==> config.mk <==
export PLATFORM = sky130hd
export DESIGN_NAME = brk4_mac
export DESIGN_NICKNAME = d
export VERILOG_FILES = /design/src/hw/rtl/brk4_pkg.sv /design/src/hw/rtl/brk4_mac.sv
export SDC_FILE = /design/constraint.sdc
export NUM_CORES = 2
export LEC_CHECK = 0
export ABC_AREA = 1
export BUFFER_PORTS_ARGS = -buffer_cell sky130_fd_sc_hd__buf_2
export CORE_UTILIZATION = 45
export CTS_CLUSTER_DIAMETER = 80
export DETAILED_ROUTE_END_ITERATION = 8
export GPL_TIMING_DRIVEN = 1
export PLACE_DENSITY = 0.64
export RECOVER_POWER = 50
export SETUP_SLACK_MARGIN = 0.02
export SLEW_MARGIN = 30
export SYNTH_ARGS = -nofsm -noshare
export SYNTH_HDL_FRONTEND = slang
export SYNTH_SLANG_ARGS = --single-unit
==> constraint.sdc <==
create_clock -name clk -period 4.7 [get_ports clk]
set_input_delay 0.47 -clock clk [delete_from_list [all_inputs] [get_ports clk]]
set_output_delay 0.47 -clock clk [all_outputs]
set_load 0.1 [all_outputs]
==> src/hw/rtl/brk4_pkg.sv <==
//------------------------------------------------------------------------------
// brk4_pkg
// Shared types, constants and register indexes for the Bloch RK4 block.
//------------------------------------------------------------------------------
package brk4_pkg;

	localparam int FRAC_BITS = 30;
	localparam int W         = 32;
	localparam int NCFG      = 8;
	localparam int IDX_W     = 3;

	localparam logic [IDX_W-1:0] REG_RABI   = 3'd0;
	localparam logic [IDX_W-1:0] REG_DETUNE = 3'd1;
	localparam logic [IDX_W-1:0] REG_DECAY  = 3'd2;
	localparam logic [IDX_W-1:0] REG_RELAX  = 3'd3;
	localparam logic [IDX_W-1:0] REG_GREST  = 3'd4;
	localparam logic [IDX_W-1:0] REG_KEEP   = 3'd5;
	localparam logic [IDX_W-1:0] REG_CCOS   = 3'd6;
	localparam logic [IDX_W-1:0] REG_CSIN   = 3'd7;

	localparam logic CMD_RK4   = 1'b0;
	localparam logic CMD_DECAY = 1'b1;

	// wide accumulator: sums of a few shifted 64-bit products
	localparam int ACC_W = 72;

	typedef logic signed [W-1:0]     word_t;
	typedef logic signed [ACC_W-1:0] acc_t;

	// one multiply-accumulate micro-op
	typedef struct packed {
		logic [3:0] a_sel;
		logic [3:0] b_sel;
		logic       neg;
		logic       half;
		logic       dbl;
	} mop_t;

	localparam logic signed [63:0] ONE_FULL = 64'sd1 <<< FRAC_BITS;

	function automatic word_t sat32(input acc_t v);
		acc_t hi;
		acc_t lo;
		hi = acc_t'(32'sh7fffffff);
		lo = -acc_t'(64'sh80000000);
		if (v > hi)
			return word_t'(32'sh7fffffff);
		else if (v < lo)
			return word_t'(32'sh80000000);
		else
			return word_t'(v[W-1:0]);
	endfunction

	function automatic word_t one_val();
		return sat32(acc_t'(ONE_FULL));
	endfunction

endpackage

==> src/hw/rtl/brk4_mac.sv <==
//------------------------------------------------------------------------------
// brk4_mac
// Shared 32x32 multiplier with floor shift and a wide accumulator.
// Product registered, then shifted (optionally halved, doubled or negated) and accumulated.
//------------------------------------------------------------------------------
module brk4_mac import brk4_pkg::*; (
	input  logic  clk,
	input  logic  arst_n,
	input  logic  start,
	input  logic  clr,
	input  word_t a,
	input  word_t b,
	input  logic  neg,
	input  logic  half,
	input  logic  dbl,
	output acc_t  acc
);
	logic signed [63:0] prod_s1;
	logic               neg_s1, half_s1, dbl_s1, vld_s1;
	acc_t               acc_q;
	acc_t               term;

	always_ff @(posedge clk) begin
		prod_s1 <= a * b;
		neg_s1  <= neg;
		half_s1 <= half;
		dbl_s1  <= dbl;
	end

	always_ff @(posedge clk or negedge arst_n) begin
		if (!arst_n) begin
			vld_s1 <= 1'b0;
		end else begin
			vld_s1 <= start;
		end
	end

	always_comb begin
		term = acc_t'(prod_s1 >>> FRAC_BITS);
		if (half_s1)
			term = term >>> 1;
		if (dbl_s1)
			term = term <<< 1;
		if (neg_s1)
			term = -term;
	end

	always_ff @(posedge clk) begin
		if (clr)
			acc_q <= '0;
		else if (vld_s1)
			acc_q <= acc_q + term;
	end

	assign acc = acc_q;
endmodule

==> impl_metrics.env <==
export IMPL_status="finished, violations left"
export IMPL_violations="capacitance limit, slew limit, setup timing"
export IMPL_crit_path_end_kind="register"
export IMPL_synth_edf_count=0
export IMPL_worst_path_max_fanout=10
export IMPL_path_class="input port to register"
export IMPL_area_delta_synth_final_pct=25.1
export IMPL_synth_top_area_cell="fa_1"
export IMPL_gp_congestion=0.974
export IMPL_drc_errors=0
export IMPL_io_pins=143
export IMPL_core_um2=106000
export IMPL_ys_async_sr_fraction_pct=0.909
export IMPL_layout_nets=8677
export IMPL_syn_avg_cell_area_um2=7.32
export IMPL_root_buffer="clkbuf_16"
export IMPL_port_buffers=142
export IMPL_multi_input_area_um2=41200
export IMPL_grt_pass1_wl_mm=252
export IMPL_synth_ff_type="dfxtp_1"
export IMPL_h_tree_depth=3
export IMPL_die_area_um2=109000
export IMPL_synth_seq_cells=110
export IMPL_rows=119
export IMPL_critPathLaunch="b[7]"
export IMPL_yosysMostFrequentCell="inv_1"
export IMPL_cts_sinks=110
export IMPL_final_layout_size_suffix_gt1_share_pct=20.2
export IMPL_initial_core_util_pct=45.7
export IMPL_insertion_delay_ns=0.41
export IMPL_postPlaceCellArea_um2=56200
export IMPL_rr_startpoint="dbl_s1"
export IMPL_fin_skew_ns=0.0124
export IMPL_synthTopCellsByArea="fa_1 (45%), inv_1 (15%), nand2_1 (13%), ha_1 (6.5%), dfxtp_1 (4.5%)"
export IMPL_syn_nets=8005
export IMPL_routed_wirelength_mm=159
export IMPL_relSlewSlack_pct=-6.86
export IMPL_first_iter_violations=2972
export IMPL_fin_ws_ns=-1.84
export IMPL_die_h_um=330
export IMPL_period_minus_slack_ns=6.54
export IMPL_worst_slew_pin_slew_ns=1.60
export IMPL_via_per_inst=5.03
export IMPL_postRouteAntennaNets=0
export IMPL_syn_instance_count=6600
export IMPL_dp_hpwl_mm=137
export IMPL_report_final_slew_viol_count=37
export IMPL_grt_pass1_vias=46000
export IMPL_required_ns=5.01
export IMPL_clockBufferDepth=2
export IMPL_cts_buffers_inserted=9
export IMPL_holdPathStages=1
export IMPL_r2r_cells=27
export IMPL_finalSetupViolCount=95
export IMPL_yosysWarnings=0
export IMPL_cts_tree="yes"
export IMPL_synth_area_um2=48300
export IMPL_final_area_um2=60500
export IMPL_grt_overflow=0
export IMPL_antenna_found_initial=4
export IMPL_dr_pass1_iters=5
export IMPL_die_x_um=330
export IMPL_slowest_delay_ns=0.63
export IMPL_synth_commonest_cells="inv_1 (1,878), nand2_1 (1,643), fa_1 (1,082)"
export IMPL_hp_class="input port to register"
export IMPL_crit_buf_inv=15
export IMPL_maxCapViolCount=1
export IMPL_grt_max_degree=77
export IMPL_fillers=9804
export IMPL_fin_crit_sh_pct=139
export IMPL_hold_viol=0
export IMPL_clk_pin_slew_ns=0.09
export IMPL_crit_family="adder cells"
export IMPL_wl_per_cell_um=18.3
export IMPL_fmax_mhz=153
export IMPL_startpoint_type="input port"
export IMPL_cp_common_cell="inv_2"
export IMPL_ys_seq_area_share_pct=4.57
export IMPL_crit_arrival_ns=6.86
export IMPL_slowest_stage="fa_2"
export IMPL_yosysUniqueCellTypes=47
export IMPL_netlist_area_leader_share_pct=44.8
export IMPL_rsz0062_at_grt="true"
export IMPL_seq_area_um2=2210
export IMPL_hold_start="half"
export IMPL_gr_usage_all_layers_pct=29.9
export IMPL_vias=43600
export IMPL_path_depth=33
==> repair_timing <==
item | 4_1_cts | 5_1_grt
endpoints found under the setup margin | 34 | 74
gates resized for setup | 462 | 399
pin swaps | 198 | 234
hold buffers | 1 | 0
gates cloned | 5 | 4
hold endpoints to repair | 1 | 0
buffers inserted | 55 | 40
==> final cells by class <==
type                    instances  share of cell area (%)
multi-input cells            4375                    68.2
repair buffers                895                    13.1
inverters                    1881                    11.7
flip-flops and latches        110                    3.66
well taps                    1391                    2.88
clock buffers                  10                   0.379
clock inverters                 6                   0.101
diodes                          3                  0.0124
==> worst paths after layout <==
path	end	slack [ns]
setup reg to reg	acc[69]	-0.83
max in group asynchronous	vld_s1	4.22
hold reg to reg	acc[71]	0.54
hold / removal	half_s1	0.17
setup / recovery	prod_s1[58]	-1.84
min in group asynchronous	vld_s1	0.39
==> worst reg2reg max path: cells and delay by family, from the launching register on <==
| kind | cells | cell delay (ns) |
|---|---|---|
| simple gates | 12 | 1.67 |
| compound gates | 5 | 0.84 |
| flops | 1 | 0.42 |
| buf+inv | 8 | 2.05 |
| fa+ha+maj | 2 | 0.48 |
==> metrics by stage <==
step / hold WS, ns / std cells / setup TNS (ns) / util [%] / setup WS [ns]
finish: 0.168 / 8671 / -94.44 / 57.1 / -1.84
detailed placement: 0.247 / 8555 / -85.98 / 53.1 / -2.74
CTS: 0.149 / 8629 / -57.40 / 55.5 / -1.83
floorplan: 0.174 / 6600 / -57.82 / - / -2.30
global placement: 0.244 / 8555 / -83.90 / 53.1 / -2.71
global route: 0.152 / 8671 / -123.81 / 57.1 / -2.04
==> registers in the layout (all words and copies together) (netlist names) <==
| signal | count |
|---|---|
| prod_s1 | 34 |
| vld_s1 | 1 |
| neg_s1 | 1 |
| acc | 72 |
| dbl_s1 | 1 |
| half_s1 | 1 |
==> cells by family (layout without fill, tap and decap cells) <==
logic type,count (synthesis),count (layout),synth area share (%)
other cells,0,3,0
xor+xnor,98,98,1.78
flops,110,110,4.57
simple gates,2421,2421,19.8
fa+ha+maj,1334,1334,51.3
compound gates,522,522,5.93
buf+inv,2115,2792,16.6
==> layer usage <==
layer / GRT usage [%] / part of all wire (%)
met3: 3.01 / 5.4
met4: 7.67 / 2.9
met5: 0 / 0
met1: 39.9 / 43
met2: 52.0 / 49
==> cell usage in the layout, fill, tap and decap left out, types with 83 or more instances in the layout <==
cell type and count:
a21oi_1 158, nand3_1 174, inv_2 87, o21ai_0 134
nor2_1 380, nand2_1 1542, fa_1 1014, dfxtp_1 109
ha_1 192, buf_6 83, inv_1 1785, buf_4 613
Power is not shown: default switching activity piles up to over one toggle a cycle in this logic, so the estimate is an artifact.
